File: config.mk
export PLATFORM = sky130hd
export DESIGN_NAME = aesd_key_expand
export DESIGN_NICKNAME = d
export VERILOG_FILES = /design/src/rtl/aesd_pkg.sv /design/src/rtl/aesd_key_expand.sv
export SDC_FILE = /design/constraint.sdc
export NUM_CORES = 2
export LEC_CHECK = 0
export ABC_AREA = 0
export CELL_PAD_IN_SITES_DETAIL_PLACEMENT = 1
export CELL_PAD_IN_SITES_GLOBAL_PLACEMENT = 1
export CORE_AREA = 2 2 604 606
export CTS_CLUSTER_SIZE = 8
export DETAILED_ROUTE_END_ITERATION = 12
export DIE_AREA = 0 0 606 608
export DONT_BUFFER_PORTS = 1
export PLACE_DENSITY = 0.52
export SLEW_MARGIN = 20
export SYNTH_ARGS = -nofsm -noshare
export SYNTH_HDL_FRONTEND = slang
export SYNTH_SLANG_ARGS = --single-unit
File: constraint.sdc
create_clock -name clk -period 4.48 [get_ports clk]
set_input_delay 0.224 -clock clk [delete_from_list [all_inputs] [get_ports clk]]
set_output_delay 0.224 -clock clk [all_outputs]
set_load 0.05 [all_outputs]
File: src/rtl/aesd_pkg.sv
`timescale 1ns / 1ps
// ----------------------------------------------------------------------------
// AES-128 decryption package
// S-box tables, GF(2^8) helpers and shared types for the decrypt pipeline.
// ----------------------------------------------------------------------------
package aesd_pkg;

  localparam int NUM_ROUNDS = 10;
  localparam int KEY_CFG_INDEX_W = 1;
  localparam logic [0:0] REG_KEY_HIGH = 1'b0;
  localparam logic [0:0] REG_KEY_LOW = 1'b1;

  typedef logic [127:0] block_t;

  typedef struct packed {
    logic last;
  } side_t;

  function automatic logic [7:0] fwd_sbox(input logic [7:0] a);
    logic [7:0] t [0:255];
    t = '{
      8'h63,8'h7c,8'h77,8'h7b,8'hf2,8'h6b,8'h6f,8'hc5,8'h30,8'h01,8'h67,8'h2b,8'hfe,8'hd7,8'hab,8'h76,
      8'hca,8'h82,8'hc9,8'h7d,8'hfa,8'h59,8'h47,8'hf0,8'had,8'hd4,8'ha2,8'haf,8'h9c,8'ha4,8'h72,8'hc0,
      8'hb7,8'hfd,8'h93,8'h26,8'h36,8'h3f,8'hf7,8'hcc,8'h34,8'ha5,8'he5,8'hf1,8'h71,8'hd8,8'h31,8'h15,
      8'h04,8'hc7,8'h23,8'hc3,8'h18,8'h96,8'h05,8'h9a,8'h07,8'h12,8'h80,8'he2,8'heb,8'h27,8'hb2,8'h75,
      8'h09,8'h83,8'h2c,8'h1a,8'h1b,8'h6e,8'h5a,8'ha0,8'h52,8'h3b,8'hd6,8'hb3,8'h29,8'he3,8'h2f,8'h84,
      8'h53,8'hd1,8'h00,8'hed,8'h20,8'hfc,8'hb1,8'h5b,8'h6a,8'hcb,8'hbe,8'h39,8'h4a,8'h4c,8'h58,8'hcf,
      8'hd0,8'hef,8'haa,8'hfb,8'h43,8'h4d,8'h33,8'h85,8'h45,8'hf9,8'h02,8'h7f,8'h50,8'h3c,8'h9f,8'ha8,
      8'h51,8'ha3,8'h40,8'h8f,8'h92,8'h9d,8'h38,8'hf5,8'hbc,8'hb6,8'hda,8'h21,8'h10,8'hff,8'hf3,8'hd2,
      8'hcd,8'h0c,8'h13,8'hec,8'h5f,8'h97,8'h44,8'h17,8'hc4,8'ha7,8'h7e,8'h3d,8'h64,8'h5d,8'h19,8'h73,
      8'h60,8'h81,8'h4f,8'hdc,8'h22,8'h2a,8'h90,8'h88,8'h46,8'hee,8'hb8,8'h14,8'hde,8'h5e,8'h0b,8'hdb,
      8'he0,8'h32,8'h3a,8'h0a,8'h49,8'h06,8'h24,8'h5c,8'hc2,8'hd3,8'hac,8'h62,8'h91,8'h95,8'he4,8'h79,
      8'he7,8'hc8,8'h37,8'h6d,8'h8d,8'hd5,8'h4e,8'ha9,8'h6c,8'h56,8'hf4,8'hea,8'h65,8'h7a,8'hae,8'h08,
      8'hba,8'h78,8'h25,8'h2e,8'h1c,8'ha6,8'hb4,8'hc6,8'he8,8'hdd,8'h74,8'h1f,8'h4b,8'hbd,8'h8b,8'h8a,
      8'h70,8'h3e,8'hb5,8'h66,8'h48,8'h03,8'hf6,8'h0e,8'h61,8'h35,8'h57,8'hb9,8'h86,8'hc1,8'h1d,8'h9e,
      8'he1,8'hf8,8'h98,8'h11,8'h69,8'hd9,8'h8e,8'h94,8'h9b,8'h1e,8'h87,8'he9,8'hce,8'h55,8'h28,8'hdf,
      8'h8c,8'ha1,8'h89,8'h0d,8'hbf,8'he6,8'h42,8'h68,8'h41,8'h99,8'h2d,8'h0f,8'hb0,8'h54,8'hbb,8'h16
    };
    return t[a];
  endfunction

  function automatic logic [7:0] inv_sbox(input logic [7:0] a);
    logic [7:0] t [0:255];
    t = '{
      8'h52,8'h09,8'h6a,8'hd5,8'h30,8'h36,8'ha5,8'h38,8'hbf,8'h40,8'ha3,8'h9e,8'h81,8'hf3,8'hd7,8'hfb,
      8'h7c,8'he3,8'h39,8'h82,8'h9b,8'h2f,8'hff,8'h87,8'h34,8'h8e,8'h43,8'h44,8'hc4,8'hde,8'he9,8'hcb,
      8'h54,8'h7b,8'h94,8'h32,8'ha6,8'hc2,8'h23,8'h3d,8'hee,8'h4c,8'h95,8'h0b,8'h42,8'hfa,8'hc3,8'h4e,
      8'h08,8'h2e,8'ha1,8'h66,8'h28,8'hd9,8'h24,8'hb2,8'h76,8'h5b,8'ha2,8'h49,8'h6d,8'h8b,8'hd1,8'h25,
      8'h72,8'hf8,8'hf6,8'h64,8'h86,8'h68,8'h98,8'h16,8'hd4,8'ha4,8'h5c,8'hcc,8'h5d,8'h65,8'hb6,8'h92,
      8'h6c,8'h70,8'h48,8'h50,8'hfd,8'hed,8'hb9,8'hda,8'h5e,8'h15,8'h46,8'h57,8'ha7,8'h8d,8'h9d,8'h84,
      8'h90,8'hd8,8'hab,8'h00,8'h8c,8'hbc,8'hd3,8'h0a,8'hf7,8'he4,8'h58,8'h05,8'hb8,8'hb3,8'h45,8'h06,
      8'hd0,8'h2c,8'h1e,8'h8f,8'hca,8'h3f,8'h0f,8'h02,8'hc1,8'haf,8'hbd,8'h03,8'h01,8'h13,8'h8a,8'h6b,
      8'h3a,8'h91,8'h11,8'h41,8'h4f,8'h67,8'hdc,8'hea,8'h97,8'hf2,8'hcf,8'hce,8'hf0,8'hb4,8'he6,8'h73,
      8'h96,8'hac,8'h74,8'h22,8'he7,8'had,8'h35,8'h85,8'he2,8'hf9,8'h37,8'he8,8'h1c,8'h75,8'hdf,8'h6e,
      8'h47,8'hf1,8'h1a,8'h71,8'h1d,8'h29,8'hc5,8'h89,8'h6f,8'hb7,8'h62,8'h0e,8'haa,8'h18,8'hbe,8'h1b,
      8'hfc,8'h56,8'h3e,8'h4b,8'hc6,8'hd2,8'h79,8'h20,8'h9a,8'hdb,8'hc0,8'hfe,8'h78,8'hcd,8'h5a,8'hf4,
      8'h1f,8'hdd,8'ha8,8'h33,8'h88,8'h07,8'hc7,8'h31,8'hb1,8'h12,8'h10,8'h59,8'h27,8'h80,8'hec,8'h5f,
      8'h60,8'h51,8'h7f,8'ha9,8'h19,8'hb5,8'h4a,8'h0d,8'h2d,8'he5,8'h7a,8'h9f,8'h93,8'hc9,8'h9c,8'hef,
      8'ha0,8'he0,8'h3b,8'h4d,8'hae,8'h2a,8'hf5,8'hb0,8'hc8,8'heb,8'hbb,8'h3c,8'h83,8'h53,8'h99,8'h61,
      8'h17,8'h2b,8'h04,8'h7e,8'hba,8'h77,8'hd6,8'h26,8'he1,8'h69,8'h14,8'h63,8'h55,8'h21,8'h0c,8'h7d
    };
    return t[a];
  endfunction

  function automatic logic [7:0] xtime(input logic [7:0] a);
    return {a[6:0], 1'b0} ^ (a[7] ? 8'h1b : 8'h00);
  endfunction

  // Byte k of a block sits in bits 127-8k down to 120-8k.
  function automatic logic [7:0] get_byte(input block_t b, input int k);
    return b[127 - 8 * k -: 8];
  endfunction

endpackage

File: src/rtl/aesd_key_expand.sv
`timescale 1ns / 1ps
// ----------------------------------------------------------------------------
// AES-128 key expansion
// Produces the round keys one round per cycle after a key register write.
// ----------------------------------------------------------------------------
module aesd_key_expand (
  input  logic                                     clk,
  input  logic                                     rst,
  input  logic                                     start,
  input  aesd_pkg::block_t                         key,
  output logic                                     busy,
  output aesd_pkg::block_t [aesd_pkg::NUM_ROUNDS:0] round_keys
);

  localparam aesd_pkg::block_t ZERO_KEY_EXP [0:aesd_pkg::NUM_ROUNDS] = '{
    128'h00000000000000000000000000000000, 128'h62636363626363636263636362636363,
    128'h9b9898c9f9fbfbaa9b9898c9f9fbfbaa, 128'h90973450696ccffaf2f457330b0fac99,
    128'hee06da7b876a1581759e42b27e91ee2b, 128'h7f2e2b88f8443e098dda7cbbf34b9290,
    128'hec614b851425758c99ff09376ab49ba7, 128'h217517873550620bacaf6b3cc61bf09b,
    128'h0ef903333ba9613897060a04511dfa9f, 128'hb1d4d8e28a7db9da1d7bb3de4c664941,
    128'hb4ef5bcb3e92e21123e951cf6f8f188e
  };

  logic [3:0] step;
  logic [7:0] rcon;
  aesd_pkg::block_t prev;
  aesd_pkg::block_t next_key;
  logic [31:0] w0, w1, w2, w3, rot;

  always_comb begin
    prev = round_keys[step];
    rot = {aesd_pkg::fwd_sbox(prev[23:16]), aesd_pkg::fwd_sbox(prev[15:8]),
           aesd_pkg::fwd_sbox(prev[7:0]), aesd_pkg::fwd_sbox(prev[31:24])};
    w0 = prev[127:96] ^ rot ^ {rcon, 24'h0};
    w1 = prev[95:64] ^ w0;
    w2 = prev[63:32] ^ w1;
    w3 = prev[31:0] ^ w2;
    next_key = {w0, w1, w2, w3};
  end

  always_ff @(posedge clk) begin
    if (rst) begin
      busy <= 1'b0;
      step <= '0;
      rcon <= 8'h01;
      for (int r = 0; r <= aesd_pkg::NUM_ROUNDS; r++) round_keys[r] <= ZERO_KEY_EXP[r];
    end else if (start) begin
      busy <= 1'b1;
      step <= '0;
      rcon <= 8'h01;
      round_keys[0] <= key;
    end else if (busy) begin
      round_keys[step + 4'd1] <= next_key;
      rcon <= aesd_pkg::xtime(rcon);
      step <= step + 4'd1;
      if (step == 4'(aesd_pkg::NUM_ROUNDS - 1)) busy <= 1'b0;
    end
  end

endmodule

Word-level counts from Yosys, hierarchy flattened
Memories as Yosys holds them, arrays and structs flattened.
Index checks and enable logic that the tools add are counted.

storage, ports and cells
  input port bits = 131
  logic and storage cells = 61
  bits in registers = 1,421
  output and inout port bits = 1,409
  memories kept = 4
  memory bits (read-only) = 8,192

cells by class
  $lt $le $gt $ge = 7
  bitwise gates (word level) = 11
  equality and inequality tests = 1
  $add $sub $neg = 1
  reduce and logical (&&, ||, !) cells = 4
  muxes and demuxes = 19

memory list
  memory            words  bits a word  read ports  clocked after Yosys merged registers in  wr ports  line            text
  (name not given)  256    8            1           0                                        0         aesd_pkg.sv:39  return t[a];
  (name not given)  256    8            1           0                                        0         aesd_pkg.sv:39
  (name not given)  256    8            1           0                                        0         aesd_pkg.sv:39
  (name not given)  256    8            1           0                                        0         aesd_pkg.sv:39

operators by type and width
  kind                                                                          count
  1408-bit bitwise mux                                                          1
  128-bit binary-select mux with 4-bit select                                   1
  128-bit demux with 4-bit select                                               1
  128-bit two-way mux                                                           4
  32-bit XOR                                                                    5
  8-bit two-way mux                                                             8
  9-bit >= comparator, second input constant                                    4
  8-bit NOT with 9-bit output                                                   4
  4-bit by 5-bit less-than comparator with 1-bit output, second input constant  2
  8-bit by 5-bit XOR with 8-bit output                                          1
  5-bit two-way mux                                                             1
  4-bit by 1-bit adder with 4-bit output, second input constant                 1
  4-bit == test, second input constant                                          1
  4-bit by 1-bit >= comparator with 1-bit output, second input constant         1
  1-bit two-way mux                                                             3
  2-bit AND reduction                                                           1
  2-bit nonzero test                                                            1
  2-bit OR reduction                                                            1
  1-bit logical AND                                                             1
  1-bit NOT                                                                     1

Depth between registers and ports, before layout
  depth after elaboration = 14
  mapped depth = 24
  depth with buffers taken out = 15

Worst setup path after synthesis
No wires, ideal clock.

  path kind = register to register
  from = register step[0]
  to = register round_keys[83] (netlist bit)
  setup time = 134 ps
  slack = -373 ps
  clock period less this slack = 4,853 ps
  stages on the path, launching flop included = 18
  arrival = 4,719 ps
  data required time = 4,346 ps
  path buffers = 5
  cells stage by stage = dfxtp_1 buf_6 buf_12 mux4_2 nor2_1 o32a_1 clkbuf_1 ha_1 clkbuf_1 a2111oi_0 nor3_1 a2111oi_0 o21ai_0 a32oi_1 xor2_2 xnor2_1 buf_2 o22ai_1

between the ends
  cells in the longest elaborated chain, start to end = 12
  elaborated cells on any way between the ends = 18
  classes of those cells = add/sub (1); order compare (2); mux (9); bitwise (4); reduce/logical (1); memory (1)

RTL lines
  item                                                   line                   text
  from (decl)                                            aesd_key_expand.sv:24  logic [3:0] step;
  from (signal assigned)                                 aesd_key_expand.sv:55  step <= step + 4'd1;
  128-bit binary-select mux with 4-bit select            aesd_key_expand.sv:31  prev = round_keys[step];
  128-bit two-way mux (not written as such)              aesd_key_expand.sv:31
  8-bit NOT with 9-bit output (not written as such)      aesd_pkg.sv:39
  memory read 256 x 8 bit                                -
  8-bit two-way mux (not written as such) (2 in series)  aesd_pkg.sv:39
  32-bit XOR (2 in series)                               aesd_key_expand.sv:34  w0 = prev[127:96] ^ rot ^ {rcon, 24'h0};
  32-bit XOR                                             aesd_key_expand.sv:35  w1 = prev[95:64] ^ w0;
  1408-bit bitwise mux *                                 aesd_key_expand.sv:53  round_keys[step + 4'd1] <= next_key;
  128-bit two-way mux *                                  aesd_key_expand.sv:52  end else if (busy) begin
  128-bit two-way mux *                                  aesd_key_expand.sv:47  end else if (start) begin
  to (signal, indexed assignment)                        aesd_key_expand.sv:53
  to (decl)                                              aesd_key_expand.sv:12  output aesd_pkg::block_t [aesd_pkg::NUM_ROUNDS:0] round_keys

Mark *: on every way between the ends. The rest lies on a longest branch, timed or not. The select of a mux whose other input is x is not followed.
A chain may end at the register's enable or synchronous reset.

Final worst setup path
  from = register step[0]
  to = register round_keys[23] (netlist bit)

between the ends
  cells in the longest elaborated chain, start to end = 14
  elaborated cells on any way between the ends = 20
  classes of those cells = add/sub (1); order compare (2); mux (9); bitwise (6); reduce/logical (1); memory (1)

RTL lines
  item                                                   line                   text
  128-bit binary-select mux with 4-bit select            aesd_key_expand.sv:31
  128-bit two-way mux (not written as such)              aesd_key_expand.sv:31
  8-bit NOT with 9-bit output (not written as such)      aesd_pkg.sv:39
  memory read 256 x 8 bit                                -
  8-bit two-way mux (not written as such) (2 in series)  aesd_pkg.sv:39
  32-bit XOR (2 in series)                               aesd_key_expand.sv:34
  32-bit XOR                                             aesd_key_expand.sv:35
  32-bit XOR                                             aesd_key_expand.sv:36  w2 = prev[63:32] ^ w1;
  32-bit XOR                                             aesd_key_expand.sv:37  w3 = prev[31:0] ^ w2;
  1408-bit bitwise mux *                                 aesd_key_expand.sv:53
  128-bit two-way mux *                                  aesd_key_expand.sv:52
  128-bit two-way mux *                                  aesd_key_expand.sv:47

Marks and branches as above.

==> metrics.txt <==
worst-skew pair later-pin latency=approximately 0.95 ns; cell with the most instances on the worst path=buf_6; Mapped Cells=~8,800; Finished Cell Area=0.118 mm²; Critical Path AT=5.78 ns; WL per Instance=42.4 µm; die area=0.368 mm²; critical path class=reg2reg; Starting DRT DRC Count=9,787; final net count=around 11,000; Hold Crit Class=in2reg; placed cell count=between 10,000 and 15,000; worst setup margin=-0.591 ns; Hold WS=-0.0304 ns; Max Root-Sink Buffers=4; maxcap violations=0; CP top delay family=compound AO/OA/AOI/OAI gates; Worst-Margin Slew=1.19 ns; hold path endpoint=round_keys[905]; Comb pwr share=0.427; DR vias=slightly above 90,000; antenna viol nets, final=0; GPL Wtd Cong=just under 1; Async SR Flop Fraction=0; HPWL Detailed=~500,000 µm; mean post-synth cell area=between 8 and 9 µm²; Cell Pwr Density=418 mW/mm²; CTS tree=yes; H-tree Lvls=4; r2r setup slk=-0.59 ns; syn_nets=approximately 9,000; Global Route Usage Sum=0.347; Max Clock Skew=0.101 ns; Final Cycle Share=1.13; minimum clock period=between 5 and 6 ns; Power, Total=49,500 µW; crit end category=register; Req. time, crit path=a little over 5 ns; Final Hold Fails=9; Seq cells post-synth=~1,400; fin. max-slew vios=0; GR Overflow Total=0; slowest stage delay, CP=between 0.5 and 0.6 ns; share of cells above drive strength 1=0.378; Synth warnings=0; Seq pwr share=0.274; peak supply drop=~340 µV; compound-cell area share of the yosys netlist=0.273; largest family of logic cells by synthesized area=compound AO/OA/AOI/OAI gates; Worst Path Max Fanout=7; Routed Wire Length=~670,000 µm; core area=about 0.36 mm²; first-pass iteration count of the detailed router=8; Starting Density=0.208; sw frac=0.395; CP bufs+invs=10; via count of the first global-routing pass=around 90,000; net load switching power=around 20,000 µW; vias per cell=about 5.8; Synth Flop Type=dfxtp_1; hold path start=rst; adder-cell share of the synthesized area=0.00980; total CTS buffers=approximately 200; failing checks=hold timing, setup timing; die height=between 600 and 700 µm; pin count of the biggest net entering global routing=about 250; area growth from synthesis to layout=57.0%; Residual DRC=0; number of synthesized flops with an enable pin=0; Slew headroom=0.201; mapped cell area=~0.075 mm²; RSZ-0062 raised after global routing=true; first-pass GRT wire length=approximately 870,000 µm; status=complete, but fails checks; boundary pin count=around 1,500; root buf cell=clkbuf_16; P_leak=between 0.04 and 0.05 µW; Reg2Reg Depth=22; placed cell area=~0.098 mm²; Crit-path slowest cell=nand4_1; fmax=0.197 GHz; clk slew on worst S/H paths=around 0.05 ns; Final Core Density=0.327; post-synthesis cell type count=between 100 and 150; Setup Viol. Count Final=between 1,000 and 1,500; Hold Path Depth=3; Setup crit start kind=register; crit path cell chain=buf_12 -> buf_16 -> and2b_4 -> buf_12 -> a22oi_2 -> o32a_1 -> inv_2 -> ha_4 -> buf_8 -> a2111oi_4 -> buf_6 -> buf_6 -> nor3b_4 -> o41ai_4 -> o21bai_1 -> nand4_1 -> xor2_4 -> buf_6 -> xnor2_4 -> buf_6 -> buf_12 -> o22ai_2; Int Power=between 20,000 and 30,000 µW; die width=about 610 µm; most common cell after layout, fill and taps aside=buf_4; Finished Layout Cells=between 15,000 and 20,000; Clock Power Share=0.299; Reg2Reg Capture Point=round_keys[23]; cell row count=221; Sink Count=roughly 1,400; commonest non-fill, non-tap cells in the layout=buf_4, dfxtp_1, nand2_1; mux cell area share after synthesis=0.114; Post-Synth XOR/XNOR Area=0.0288; register area share after synthesis=0.378; Reg2Reg Launch Point=step[0]; initial antenna violation count=between 40 and 50; Port Buf Inserts=0; post-synthesis simple-gate area fraction=0.133
[area by class of cell]
class / count / area, µm²
diodes: 18 / 45.0
multi-input cells: 6338 / 48700
repair buffers: 2976 / 29100
inverters: 56 / 277
clock inverters: 21 / 380
clock buffers: 219 / 5290
fillers: 41000 / 243000
well taps: 4794 / 6000
flip-flops and latches: 1421 / 28500
[cells in the mapped netlist, drive strengths merged, types with 54 or more instances]
| library cell | number | area share |
|---|---|---|
| dfxtp | 1421 | 0.38 |
| nand2 | 932 | 0.046 |
| a21oi | 843 | 0.056 |
| o21ai | 711 | 0.047 |
| clkbuf | 635 | 0.032 |
| nor2 | 620 | 0.031 |
| nand3 | 387 | 0.026 |
| buf | 386 | 0.030 |
| o211ai | 314 | 0.031 |
| mux2i | 278 | 0.037 |
| a211oi | 259 | 0.027 |
| mux4 | 241 | 0.072 |
| nor3 | 223 | 0.015 |
| o22ai | 209 | 0.018 |
| xnor2 | 153 | 0.019 |
| a22oi | 149 | 0.015 |
| o21a | 93 | 0.0093 |
| xor2 | 79 | 0.0096 |
| a31oi | 62 | 0.0051 |
| ha | 59 | 0.0098 |
| inv | 54 | 0.0027 |
[how the worst max path moves through the flow]
stage / to / depth (start not counted) / slack, ns / from
detailed placement: round_keys[451] / 19 / -1.28 / step[0]
finish: round_keys[23] / 22 / -0.59 / step[0]
CTS: round_keys[23] / 22 / -0.53 / step[0]
floorplan: round_keys[1257] / 21 / -0.05 / step[1]
global placement: round_keys[1170] / 21 / -1.99 / step[0]
global route: round_keys[23] / 22 / -0.60 / step[0]
[routing by layer]
layer  track usage  vias up  wire length, µm
met5             0        -               92
met4         0.195       12            49400
met3         0.105     1501            67900
met2         0.534     5387           290000
met1         0.428    47400           264000
li1              -    37100                -
[metrics by stage]
step	setup slack, ns	TNS, ns
detailed placement	-1.28	-998.07
finish	-0.591	-278.54
global placement	-1.99	-1048.59
CTS	-0.530	-352.05
global route	-0.602	-384.22
floorplan	-0.0485	-0.244
[sequential cells by signal, summed over array words and instances (netlist names)]
register / cells
round_keys: 1408
rcon: 8
step: 4
busy: 1
[repair_timing]
item                                    4_1_cts  5_1_grt
cloned                                       24       14
hold endpoints to repair                    275       74
hold buffers                                263       15
pin swaps                                   281      226
setup buffers                               251      137
resized for setup                          1094      675
endpoints found under the setup margin     1408     1402
[cell families (layout without fill, tap and decap cells)]
family,after synthesis,after routing
buf+inv,1077,3272
flops,1421,1421
xor+xnor,234,234
simple gates,2329,2329
other cells,0,18
compound gates,3168,3168
fa+ha+maj,59,59
mux,548,548
[tightest hold or removal path: cells and delay by family]
family        cells  cell delay, ns
simple gates      1            0.15
buf+inv           2            0.37
[power by group through the flow]
stage	sequential, µW	clock, µW	combinational (µW)
final	13500	14800	21100
after global routing	13500	15400	21500
after CTS	13500	15000	19400
after detailed placement	13800	0	16200
after global placement	13800	0	16200
after floorplan	13900	0	5580
(Power assumes the default switching activity.)
